$ cat config.mk
export PLATFORM = sky130hd
export DESIGN_NAME = bitmap_to_display_pages_core
export DESIGN_NICKNAME = d
export VERILOG_FILES = /design/src/design/btdp_pkg.sv /design/src/design/bitmap_to_display_pages_core.sv /design/src/design/btdp_front.sv /design/src/design/btdp_queue.sv /design/src/design/btdp_back.sv
export VERILOG_INCLUDE_DIRS = /design/src /design/src/design
export SDC_FILE = /design/constraint.sdc
export NUM_CORES = 2
export LEC_CHECK = 0
export ABC_AREA = 0
export BUFFER_PORTS_ARGS = -buffer_cell sky130_fd_sc_hd__buf_2
export CAP_MARGIN = 40
export CORE_MARGIN = 3
export CORE_UTILIZATION = 35
export DETAILED_ROUTE_END_ITERATION = 10
export HOLD_SLACK_MARGIN = 0.15
export PLACE_DENSITY = 0.57
export SLEW_MARGIN = 20
export SYNTH_ARGS = -nofsm -noshare
export SYNTH_HDL_FRONTEND = slang
export SYNTH_SLANG_ARGS = --single-unit
$ cat constraint.sdc
create_clock -name clk -period 4.6 [get_ports clk]
set_input_delay 0.23 -clock clk [delete_from_list [all_inputs] [get_ports clk]]
set_output_delay 0.23 -clock clk [all_outputs]
set_load 0.05 [all_outputs]
$ cat src/design/bitmap_to_display_pages_core_macros.svh
// ----------------------------------------------------------------------------
// Assertion macros for the bitmap to display pages core
// Short forms for clocked implication checks with asynchronous reset.
// ----------------------------------------------------------------------------
`ifndef BITMAP_TO_DISPLAY_PAGES_CORE_MACROS_SVH
`define BITMAP_TO_DISPLAY_PAGES_CORE_MACROS_SVH

// Same-cycle implication, disabled while reset is asserted
`define BTDP_ASSERT_IMP(lbl, clk, rst_n, ante, cons, msg) \
	lbl: assert property (@(posedge clk) disable iff (!rst_n) (ante) |-> (cons)) \
		else $error(msg);

// Next-cycle implication, disabled while reset is asserted
`define BTDP_ASSERT_NEXT(lbl, clk, rst_n, ante, cons, msg) \
	lbl: assert property (@(posedge clk) disable iff (!rst_n) (ante) |=> (cons)) \
		else $error(msg);

`endif

$ cat src/design/btdp_pkg.sv
// ----------------------------------------------------------------------------
// btdp_pkg
// Types, geometry constants and address helpers for the display page core.
// ----------------------------------------------------------------------------
`timescale 1ns / 1ps
`default_nettype none

package btdp_pkg;

	// Display geometry
	localparam int COLUMNS    = 96;
	localparam int ROWS       = 16;
	localparam int PAGES      = (ROWS + 7) / 8;
	localparam int STORE_SIZE = PAGES * COLUMNS;

	localparam int COL_W = $clog2(COLUMNS);
	localparam int ROW_W = $clog2(ROWS);
	localparam int IDX_W = $clog2(STORE_SIZE);

	// Queue between front and back
	localparam int QDEPTH = 2;
	localparam int QPTR_W = $clog2(QDEPTH);
	localparam int QCNT_W = $clog2(QDEPTH + 1);

	// Configuration port
	localparam int PADDR_W = 3;
	localparam int PDATA_W = 32;
	localparam int THR_W   = 7;
	localparam logic [THR_W-1:0] THRESHOLD_RESET = 7'd40;
	localparam logic [0:0]       REG_THRESHOLD   = 1'b0;

	// Command codes
	localparam logic CMD_LOAD = 1'b0;
	localparam logic CMD_READ = 1'b1;

	typedef struct packed {
		logic        command;
		logic [31:0] pixel;
	} item_t;

	typedef struct packed {
		logic [7:0] page_byte;
		logic       last;
	} result_t;

	// One classified request for the back end
	typedef struct packed {
		logic             cmd;
		logic [IDX_W-1:0] addr;
		logic [7:0]       mask;
		logic             lit;
		logic             last;
	} op_t;

	typedef struct packed {
		logic full;
		logic empty;
	} qstat_t;

	// Store index of a load: flip the row, then page = row / 8
	function automatic logic [IDX_W-1:0] load_index(
		input logic [ROW_W-1:0] row,
		input logic [COL_W-1:0] col
	);
		logic [ROW_W-1:0] disp_row;
		disp_row = ROW_W'(ROWS - 1) - row;
		return IDX_W'(int'(disp_row >> 3) * COLUMNS + int'(col));
	endfunction

	// Bit mask of a load inside its page byte
	function automatic logic [7:0] load_mask(input logic [ROW_W-1:0] row);
		logic [ROW_W-1:0] disp_row;
		disp_row = ROW_W'(ROWS - 1) - row;
		return 8'd1 << disp_row[2:0];
	endfunction

endpackage

`default_nettype wire

$ cat src/design/bitmap_to_display_pages_core.sv
// A read request's byte passes the queue entry, the store read and the result register.
// The back end takes a new request only after it has finished the last, set by the
// read-modify-write on the single-port page store; a 2-entry queue absorbs bursts.
// Reset: pointers clear, threshold returns to 40 and the per-entry written
// flags clear at once, so the store reads as zero with no clearing pass.
// ----------------------------------------------------------------------------
// bitmap_to_display_pages_core
// Packs thresholded bitmap pixels into display page bytes and streams them out.
// ----------------------------------------------------------------------------
`timescale 1ns / 1ps
`default_nettype none

`include "bitmap_to_display_pages_core_macros.svh"

module bitmap_to_display_pages_core (
	input  wire logic                           clk,
	input  wire logic                           arst_n,
	// configuration port
	input  wire logic                           psel,
	input  wire logic                           penable,
	input  wire logic                           pwrite,
	input  wire logic [btdp_pkg::PADDR_W-1:0]   paddr,
	input  wire logic [btdp_pkg::PDATA_W-1:0]   pwdata,
	output logic      [btdp_pkg::PDATA_W-1:0]   prdata,
	output logic                                pready,
	// request channel
	input  wire logic                           item_valid,
	output logic                                item_ready,
	input  wire btdp_pkg::item_t                item,
	// result channel
	output logic                                result_valid,
	input  wire logic                           result_ready,
	output btdp_pkg::result_t                   result
);

	logic [btdp_pkg::THR_W-1:0] threshold_q;
	logic                       push;
	logic                       pop;
	btdp_pkg::op_t              push_op;
	btdp_pkg::op_t              head;
	btdp_pkg::qstat_t           qstat;
	logic                       thr_sel;

	assign pready  = 1'b1;
	assign thr_sel = (paddr[2:2] == btdp_pkg::REG_THRESHOLD);

	// Return the threshold register on reads
	assign prdata = thr_sel ? btdp_pkg::PDATA_W'(threshold_q) : '0;

	// Write the threshold register
	always_ff @(posedge clk or negedge arst_n) begin
		if (!arst_n) begin
			threshold_q <= btdp_pkg::THRESHOLD_RESET;
		end else if (psel && penable && pwrite && pready && thr_sel) begin
			threshold_q <= pwdata[btdp_pkg::THR_W-1:0];
		end
	end

	btdp_front u_front (
		.clk        (clk),
		.arst_n     (arst_n),
		.threshold  (threshold_q),
		.item_valid (item_valid),
		.item_ready (item_ready),
		.item       (item),
		.qstat      (qstat),
		.push       (push),
		.push_op    (push_op)
	);

	btdp_queue u_queue (
		.clk     (clk),
		.arst_n  (arst_n),
		.push    (push),
		.push_op (push_op),
		.pop     (pop),
		.head    (head),
		.qstat   (qstat)
	);

	btdp_back u_back (
		.clk          (clk),
		.arst_n       (arst_n),
		.qstat        (qstat),
		.head         (head),
		.pop          (pop),
		.result_valid (result_valid),
		.result_ready (result_ready),
		.result       (result)
	);

	// Check queue use and back-end sequencing
	`BTDP_ASSERT_IMP(a_no_push_full, clk, arst_n, push, !qstat.full, "push into full queue")
	`BTDP_ASSERT_IMP(a_no_pop_empty, clk, arst_n, pop, !qstat.empty, "pop from empty queue")
	`BTDP_ASSERT_NEXT(a_pop_spacing, clk, arst_n, pop, !pop, "back end popped twice in a row")
	`BTDP_ASSERT_IMP(a_result_source, clk, arst_n, $rose(result_valid), $past(pop, 2), "result without pop")

endmodule

`default_nettype wire

$ cat src/design/btdp_front.sv
// ----------------------------------------------------------------------------
// btdp_front
// Accepts requests, thresholds pixels and turns pointers into store addresses.
// ----------------------------------------------------------------------------
`timescale 1ns / 1ps
`default_nettype none

module btdp_front (
	input  wire logic                          clk,
	input  wire logic                          arst_n,
	input  wire logic [btdp_pkg::THR_W-1:0]    threshold,
	input  wire logic                          item_valid,
	output logic                               item_ready,
	input  wire btdp_pkg::item_t               item,
	input  wire btdp_pkg::qstat_t              qstat,
	output logic                               push,
	output btdp_pkg::op_t                      push_op
);

	logic [btdp_pkg::COL_W-1:0] col_q;
	logic [btdp_pkg::ROW_W-1:0] row_q;
	logic [btdp_pkg::IDX_W-1:0] rd_idx_q;
	logic                       lit;
	logic                       rd_last;

	assign item_ready = !qstat.full;
	assign push       = item_valid && item_ready;

	// Light the pixel when any of the upper three colour bytes, halved, exceeds the threshold
	assign lit = (item.pixel[15:9]  > threshold) ||
	             (item.pixel[23:17] > threshold) ||
	             (item.pixel[31:25] > threshold);

	assign rd_last = (rd_idx_q == btdp_pkg::IDX_W'(btdp_pkg::STORE_SIZE - 1));

	// Classify the request
	always_comb begin
		push_op.cmd  = item.command;
		push_op.lit  = lit;
		push_op.last = rd_last;
		if (item.command == btdp_pkg::CMD_READ) begin
			push_op.addr = rd_idx_q;
			push_op.mask = 8'h00;
		end else begin
			push_op.addr = btdp_pkg::load_index(row_q, col_q);
			push_op.mask = btdp_pkg::load_mask(row_q);
		end
	end

	// Advance load and read pointers, wrapping at their ends
	always_ff @(posedge clk or negedge arst_n) begin
		if (!arst_n) begin
			col_q    <= '0;
			row_q    <= '0;
			rd_idx_q <= '0;
		end else if (push) begin
			if (item.command == btdp_pkg::CMD_READ) begin
				if (rd_last) begin
					rd_idx_q <= '0;
				end else begin
					rd_idx_q <= rd_idx_q + 1'b1;
				end
			end else begin
				if (col_q == btdp_pkg::COL_W'(btdp_pkg::COLUMNS - 1)) begin
					col_q <= '0;
					if (row_q == btdp_pkg::ROW_W'(btdp_pkg::ROWS - 1)) begin
						row_q <= '0;
					end else begin
						row_q <= row_q + 1'b1;
					end
				end else begin
					col_q <= col_q + 1'b1;
				end
			end
		end
	end

endmodule

`default_nettype wire

$ cat src/design/btdp_queue.sv
// ----------------------------------------------------------------------------
// btdp_queue
// Short FIFO of classified requests between the front and the back end.
// ----------------------------------------------------------------------------
`timescale 1ns / 1ps
`default_nettype none

module btdp_queue (
	input  wire logic             clk,
	input  wire logic             arst_n,
	input  wire logic             push,
	input  wire btdp_pkg::op_t    push_op,
	input  wire logic             pop,
	output btdp_pkg::op_t         head,
	output btdp_pkg::qstat_t      qstat
);

	btdp_pkg::op_t                 entries_q [btdp_pkg::QDEPTH];
	logic [btdp_pkg::QPTR_W-1:0]   wr_ptr_q;
	logic [btdp_pkg::QPTR_W-1:0]   rd_ptr_q;
	logic [btdp_pkg::QCNT_W-1:0]   count_q;

	assign head        = entries_q[rd_ptr_q];
	assign qstat.full  = (count_q == btdp_pkg::QCNT_W'(btdp_pkg::QDEPTH));
	assign qstat.empty = (count_q == '0);

	// Store pushed requests
	always_ff @(posedge clk) begin
		if (push) begin
			entries_q[wr_ptr_q] <= push_op;
		end
	end

	// Advance pointers and track fill level
	always_ff @(posedge clk or negedge arst_n) begin
		if (!arst_n) begin
			wr_ptr_q <= '0;
			rd_ptr_q <= '0;
			count_q  <= '0;
		end else begin
			if (push) begin
				if (wr_ptr_q == btdp_pkg::QPTR_W'(btdp_pkg::QDEPTH - 1)) begin
					wr_ptr_q <= '0;
				end else begin
					wr_ptr_q <= wr_ptr_q + 1'b1;
				end
			end
			if (pop) begin
				if (rd_ptr_q == btdp_pkg::QPTR_W'(btdp_pkg::QDEPTH - 1)) begin
					rd_ptr_q <= '0;
				end else begin
					rd_ptr_q <= rd_ptr_q + 1'b1;
				end
			end
			if (push && !pop) begin
				count_q <= count_q + 1'b1;
			end else if (pop && !push) begin
				count_q <= count_q - 1'b1;
			end
		end
	end

endmodule

`default_nettype wire

$ cat src/design/btdp_back.sv
// ----------------------------------------------------------------------------
// btdp_back
// Executes requests on the page store: read-modify-write loads and reads.
// ----------------------------------------------------------------------------
`timescale 1ns / 1ps
`default_nettype none

module btdp_back (
	input  wire logic              clk,
	input  wire logic              arst_n,
	input  wire btdp_pkg::qstat_t  qstat,
	input  wire btdp_pkg::op_t     head,
	output logic                   pop,
	output logic                   result_valid,
	input  wire logic              result_ready,
	output btdp_pkg::result_t      result
);

	typedef enum logic [1:0] {
		ST_IDLE = 2'b01,
		ST_EXEC = 2'b10
	} state_t;

	state_t                          state_q;
	btdp_pkg::op_t                   op_q;
	logic [7:0]                      store_q [btdp_pkg::STORE_SIZE];
	logic [btdp_pkg::STORE_SIZE-1:0] written_q;
	logic [7:0]                      rdata_s1;
	logic                            hit_s1;
	logic [7:0]                      cur_byte;
	logic [7:0]                      new_byte;
	logic                            slot_free;
	logic                            store_we;
	btdp_pkg::result_t               result_q;
	logic                            result_valid_q;

	assign result_valid = result_valid_q;
	assign result       = result_q;
	assign slot_free    = !result_valid_q || result_ready;

	// Pop a request when idle; a read also needs a free result slot
	always_comb begin
		pop = 1'b0;
		case (state_q)
			ST_IDLE: begin
				pop = !qstat.empty && ((head.cmd == btdp_pkg::CMD_LOAD) || slot_free);
			end
			default: begin
				pop = 1'b0;
			end
		endcase
	end

	// Unwritten entries read as zero; merge the load bit
	assign cur_byte = hit_s1 ? rdata_s1 : 8'h00;
	assign new_byte = op_q.lit ? (cur_byte | op_q.mask) : (cur_byte & ~op_q.mask);
	assign store_we = (state_q == ST_EXEC) && (op_q.cmd == btdp_pkg::CMD_LOAD);

	// Store memory: registered read, single write port
	always_ff @(posedge clk) begin
		if (pop) begin
			rdata_s1 <= store_q[head.addr];
		end
		if (store_we) begin
			store_q[op_q.addr] <= new_byte;
		end
	end

	// Capture the popped request and, for a read, the result byte
	always_ff @(posedge clk) begin
		if (pop) begin
			op_q   <= head;
			hit_s1 <= written_q[head.addr];
		end
		if ((state_q == ST_EXEC) && (op_q.cmd == btdp_pkg::CMD_READ)) begin
			result_q.page_byte <= cur_byte;
			result_q.last      <= op_q.last;
		end
	end

	// Sequence, written flags and result slot
	always_ff @(posedge clk or negedge arst_n) begin
		if (!arst_n) begin
			state_q        <= ST_IDLE;
			written_q      <= '0;
			result_valid_q <= 1'b0;
		end else begin
			case (state_q)
				ST_IDLE: begin
					if (pop) begin
						state_q <= ST_EXEC;
					end
					if (result_valid_q && result_ready) begin
						result_valid_q <= 1'b0;
					end
				end
				ST_EXEC: begin
					state_q <= ST_IDLE;
					if (op_q.cmd == btdp_pkg::CMD_READ) begin
						result_valid_q <= 1'b1;
					end else begin
						written_q[op_q.addr] <= 1'b1;
						if (result_valid_q && result_ready) begin
							result_valid_q <= 1'b0;
						end
					end
				end
				default: begin
					state_q <= ST_IDLE;
				end
			endcase
		end
	end

endmodule

`default_nettype wire
; ---- Word level (Yosys, flattened, before mapping)
; Memories as Yosys holds them, arrays and structs flattened. A register that Yosys moved wholly into a read port is not among the register bits.
; Cells that the tools add are included.
[totals]
reg_bits = 254
latch_bits = 0
ram_bits = 1574
romBits = 0
in_bits = 75
output_inout_bits = 44
wordCells = 104
memories = 2
[classes]
n_addsub = 9
n_mul = 1
n_div = 0
order_cmp = 6
eq_ne = 7
n_shift = 1
muxes = 25
bitwise = 8
reduce_logical = 27
[mem_list]
columns = name, depth, width, rd, rd_clocked_by_memory_dff, wr, line_no
row1 = u_back.store_q, 192, 8, 1, 1, 1, btdp_back.sv:26  ; logic [7:0] store_q [btdp_pkg::STORE_SIZE];
row2 = u_queue.entries_q, 2, 19, 1, 0, 1, btdp_queue.sv:18  ; btdp_pkg::op_t entries_q [btdp_pkg::QDEPTH];
[op_table]
columns = cell, count
row1 = OR 192 bit, 1
row2 = 2-to-1 mux 8 bit, 3
row3 = greater-than comparator 7 bit, 3
row4 = less-than comparator 8 x 9 -> 1 bit (second input constant), 2
row5 = 2-to-1 mux 16 bit, 1
row6 = 2-to-1 mux 7 bit, 2
row7 = logical AND 1 bit, 11
row8 = 2-to-1 mux 1 bit, 11
row9 = adder 8 x 1 -> 8 bit (second input constant), 1
row10 = adder 8 bit, 1
row11 = bitwise AND 8 bit, 1
row12 = binary-select mux 1 bit (select 8 bit), 1
row13 = demux 1 bit (select 8 bit), 1
row14 = equality test 8 bit (second input constant), 1
row15 = greater-or-equal comparator 8 x 1 -> 1 bit (second input constant), 1
row16 = 2-to-1 mux 2 bit, 4
row17 = inverter 8 bit, 1
row18 = OR 8 bit, 1
row19 = << shifter 1 x 3 -> 8 bit (first input constant), 1
row20 = adder 7 x 1 -> 7 bit (second input constant), 1
row21 = equality test 7 bit (second input constant), 1
row22 = AND reduction 2 bit, 3
row23 = zero test 1 bit, 5
row24 = adder 4 x 1 -> 4 bit (second input constant), 1
row25 = other kinds (16), 25

; ---- Depth between registers and ports, before layout
[logic_depth]
depth_word = 8
depth_mapped = 14
depth_no_buf = 9

; ---- By module
; From an unflattened synthesis, not the netlist that was laid out.
[hier_totals]
cells_unflattened = 3638
hier_area_um2 = 72718.5
[by_module_without_submodules]
columns = module, n_inst, cells_each, area_per_inst_um2, seq_area_each_um2
row1 = btdp_back, 1, 3318, 68806.0, 52116.2
row2 = btdp_front, 1, 195, 1730.4, 475.5
row3 = btdp_queue, 1, 75, 1637.8, 1241.2
row4 = bitmap_to_display_pages_core, 1, 50, 544.3, 177.7

; ---- Worst setup path before layout
; No wires, ideal clock.
[synth_timing]
path_kind = flip-flop to flip-flop
from = register u_queue.rd_ptr_q
to = register u_queue.count_q[1] (netlist bit)
setup_ns = 0.079
arrival_ns = 3.400
t_required_ns = 4.521
setup_slack_ns = 1.121
stages_incl_launch_ff = 10
n_path_buf = 2
synth_period_minus_slack_ns = 3.479
cell_sequence = dfrtp_1 > buf_6 > buf_6 > mux2_2 > a31oi_1 > inv_1 > ha_1 > xor2_1 > nor2_1 > xor2_1
[synth_lines]
columns = item, line_no
row1 = start: declaration, btdp_queue.sv:20  ; logic [btdp_pkg::QPTR_W-1:0] rd_ptr_q;
row2 = start signal: assignment, btdp_queue.sv:52  ; rd_ptr_q <= rd_ptr_q + 1'b1;
row3 = end signal: assignment, btdp_queue.sv:56  ; count_q <= count_q + 1'b1;
row4 = end signal: assignment, btdp_queue.sv:58  ; count_q <= count_q - 1'b1;
row5 = end: declaration, btdp_queue.sv:21  ; logic [btdp_pkg::QCNT_W-1:0] count_q;

; ---- Worst setup path after layout
[layout_timing]
from = register u_queue.rd_ptr_q
to = register u_back.rdata_s1[7] (read register of u_back.store_q) (data pin)
[layout_between]
elab_chain_cells = 5
[layout_rtl]
columns = item, line_no
row1 = memory read (2 x 19 bit) *, n/a
row2 = inverter 1 bit, btdp_back.sv:46  ; pop = !qstat.empty && ((head.cmd == btdp_pkg::CMD_LOAD) || slot_free);
row3 = logical OR 1 bit, btdp_back.sv:46
row4 = logical AND 1 bit, btdp_back.sv:46
row5 = 2-to-1 mux 1 bit, btdp_back.sv:44  ; case (state_q)
row6 = end: declaration, btdp_back.sv:28  ; logic [7:0] rdata_s1;
; Mark *: on every way between the ends. The rest lies on a longest branch, timed or not.
; A chain may end at the register's enable or synchronous reset.

==> impl_metrics.json <==
{
  "grt_max_degree": 136,
  "rsz0062_at_grt": "false",
  "ys_ff_latch": 1836,
  "htreeDepth": 4,
  "gp_congestion": 0.856,
  "dieArea_sq_um": 218000,
  "vias": 46700,
  "cts_tree": "done",
  "syn_inst": 5424,
  "stdcell_count": 8686,
  "clk-insertion-delay-late_ns": 0.85,
  "io_pins": 119,
  "yosys.area_share.simple": 0.133,
  "synth_xor_area_frac": 0.00153,
  "r2r_end": "u_back.rdata_s1[7]",
  "finalSetupViolCount": 0,
  "die_y_um": 467,
  "cp.required_ns": 5.26,
  "cts.repair.resized": 0,
  "syn2layout_area_growth_pct": 16.4,
  "critPathArrivalTime_ns": 5.11,
  "crit_chain": "buf_4 > mux2i_4 > buf_12 > buf_12 > nand2_1 > nand3_1 > a31oi_1 > or4_1 > nor4_1 > buf_4 > nand4_1 > o31ai_1",
  "synthDistinctLibCells": 65,
  "synthTopCellsByCount": "1611 x edfxtp_1, 1142 x nand2_1, 458 x nand3_1, 313 x mux2i_1, 265 x nor2_1",
  "ys.flop_type": "edfxtp_1",
  "ir_worst_vdd_v": 0.000703,
  "ys_seq_area_frac": 0.726,
  "synth_fa_ha_area_frac": 0.00582,
  "drc": 0,
  "criticalPathCategory": "flip-flop to flip-flop",
  "r2r-start": "u_queue.rd_ptr_q",
  "whs_path_depth": 5,
  "muxShareOfSynthArea": 0.0561,
  "syn_area_sq_um": 74300,
  "drt-pass1-iter-count": 6,
  "initial_core_util": 0.353,
  "num_rows": 168,
  "io_buffers": 54,
  "status": "finished, final reports clean",
  "clock-sinks": 1836,
  "root_buffer": "clkbuf_16",
  "max_freq_mhz": 225,
  "cp-end-kind": "flip-flop",
  "cellPowerDensity_nw_per_um2": 666,
  "ant_nets": 0,
  "synth_compound_area_frac": 0.0527,
  "clk_path_buf_depth": 3,
  "synth.top_cell.area_share": 0.651,
  "die_w_um": 467,
  "grt_pass1_wl_um": 308000,
  "final_layout_size_suffix_gt1_frac": 0.162,
  "postSynthAreaPerCell_sq_um": 13.7,
  "ys_warn_count": 0,
  "skew_ns": 0.0703,
  "cts_buffers": 186,
  "layout.nets": 5827,
  "drv_cap": 0,
  "hold_viol": 0,
  "hp-start": "result_ready",
  "fin_util": 0.411,
  "drtIter0Drc": 5164,
  "reg2reg_depth": 12,
  "relSlewSlack": 0.357,
  "worst_pin_slew_ns": 0.965,
  "r2r_setup_slack_ns": 0.16,
  "avgViaCountPerCell": 5.38,
  "cts_hold_buffers": 28,
  "post_cts.repair.setup_buffers": 0,
  "synth_edf_count": 1611,
  "hpwl_um": 130000,
  "cp_max_fo": 42,
  "grt.overflow.total": 0,
  "yosysTopAreaCell": "edfxtp_1",
  "finalCritPeriodShare": 0.966,
  "hp-class": "input pin to flip-flop",
  "power.leakage_nw": 31.6,
  "start_kind": "flip-flop",
  "antenna_found_initial": 2,
  "synth_top_family_by_area": "simple AND/OR/NAND/NOR gates",
  "max_stage_delay_ns": 0.82,
  "wl_um": 212000,
  "synth_area_leaders": "edfxtp_1 65%, dfrtp_1 7.5%, nand2_1 5.8%",
  "yosysMostFrequentCell": "edfxtp_1",
  "min_to": "u_back.result_valid",
  "grt_usage": 0.190,
  "cts.clk_slew.worst_paths_ns": 0.06,
  "async_reset_ff_frac": 0.123,
  "fin_crit_ns": 4.44,
  "drv_slew": 0,
  "tns_ns": 0,
  "n_fill_cell": 19100,
  "core_sq_um": 210000,
  "placed_cells": 8249,
  "critPathSlowestCell": "nor4_1",
  "grt_pass1_vias": 44500,
  "wl_per_cell_um": 24.4
}
through the flow:
| step | hold slack [ns] | power [W] | worst slack (ns) | area, sq um |
|---|---|---|---|---|
| after floorplan | -0.0656 | 0.0337 | 1.12 | 74400 |
| after global placement | 0.271 | 0.0422 | 0.313 | 79000 |
| after detailed placement | 0.277 | 0.0427 | 0.269 | 79700 |
| after CTS | 0.260 | 0.0577 | 0.224 | 86100 |
| after global routing | 0.340 | 0.0599 | 0.0787 | 86500 |
| final | 0.330 | 0.0576 | 0.156 | 86500 |
cells by family after synthesis:
family	count (synthesis)
XOR/XNOR	13
buffers and inverters	388
AO/OA/AOI/OAI	542
multiplexers	378
AND/OR/NAND/NOR	2231
adder cells (fa/ha/maj)	34
other	2
flip-flops	1836
flip-flops by register name, summed over array words and instances, names as in the netlist, 8 cells and up:
register,flops
u_queue.entries_q,38
u_back.op_q,19
u_back.rdata_s1,8
u_back.written_q,192
u_front.rd_idx_q,8
u_back.store_q,1536
u_back.result,9
how the worst max path moves through the flow:
| stage | start | end | slack, ns | cells after the start |
|---|---|---|---|---|
| final | u_queue.rd_ptr_q | u_back.rdata_s1[7] | 0.16 | 12 |
| after global routing | u_queue.rd_ptr_q | u_back.rdata_s1[7] | 0.08 | 12 |
| after CTS | u_queue.rd_ptr_q | u_back.rdata_s1[7] | 0.22 | 12 |
| after detailed placement | u_queue.rd_ptr_q | u_back.rdata_s1[0] | 0.27 | 13 |
| after global placement | u_queue.rd_ptr_q | u_back.rdata_s1[2] | 0.31 | 12 |
| after floorplan | u_queue.rd_ptr_q | u_queue.count_q[1] | 1.12 | 9 |
report_power, final:
group          total [W]  switching (W)  internal (W)
sequential        0.0221       0.000407        0.0217
clock             0.0150        0.00650       0.00850
combinational     0.0205         0.0145       0.00591
layout make-up:
class | instances | area, sq um | area share
antenna | 1 | 2.50 | 0.0000289
clock buffer | 267 | 5210 | 0.0602
clock inverter | 83 | 867 | 0.0100
inverter | 30 | 130 | 0.00150
multi-input combinational | 3224 | 18800 | 0.218
sequential | 1836 | 54000 | 0.624
tap | 2805 | 3510 | 0.0406
timing repair buffer | 440 | 3970 | 0.0458
layout by cell type, fill, tap and decap left out, types with 10 or more instances in the layout:
cell type / netlist / routed
clkinv_1: 2 / 28
clkbuf_16: 0 / 187
nand2_1: 1142 / 1139
buf_2: 133 / 55
or2_2: 192 / 192
buf_12: 0 / 41
a211oi_1: 41 / 41
o221ai_1: 63 / 63
nand3_1: 458 / 458
mux4_2: 27 / 27
clkinv_2: 0 / 28
clkbuf_1: 134 / 57
conb_1: 2 / 26
ha_1: 33 / 33
dlygate4sd3_1: 0 / 28
o311ai_0: 14 / 14
nor4_1: 10 / 10
mux2i_1: 313 / 308
o21ai_0: 46 / 46
inv_1: 25 / 24
a311oi_1: 114 / 114
bufinv_16: 0 / 10
mux2_2: 36 / 28
o22ai_1: 68 / 68
nor3_1: 20 / 20
a2111oi_0: 15 / 15
a31oi_1: 45 / 44
and2_1: 14 / 14
nor2b_1: 14 / 14
nand4_1: 14 / 14
and3_1: 81 / 81
clkbuf_8: 0 / 23
dfrtp_1: 222 / 222
o31ai_1: 18 / 18
nor2_1: 265 / 264
edfxtp_1: 1611 / 1611
buf_4: 42 / 298
a21oi_1: 79 / 79
routing by layer:
metal  vias up  wire [um]  share of wire  track usage
li1      20600          -              -            -
met1     23600      90700           0.43        0.271
met2      2072      96100           0.45        0.290
met3       356      18100          0.085       0.0378
met4         0       7040          0.033       0.0659
met5         -          0              0            0
worst max-delay path, delay by kind of cell (launching register included):
| kind | cells | cell delay (ns) |
|---|---|---|
| AND/OR/NAND/NOR | 5 | 1.71 |
| buffers and inverters | 4 | 1.00 |
| multiplexers | 1 | 0.54 |
| AO/OA/AOI/OAI | 2 | 0.51 |
| flip-flops | 1 | 0.42 |
Note: power is estimated with default switching activity, not from simulation.
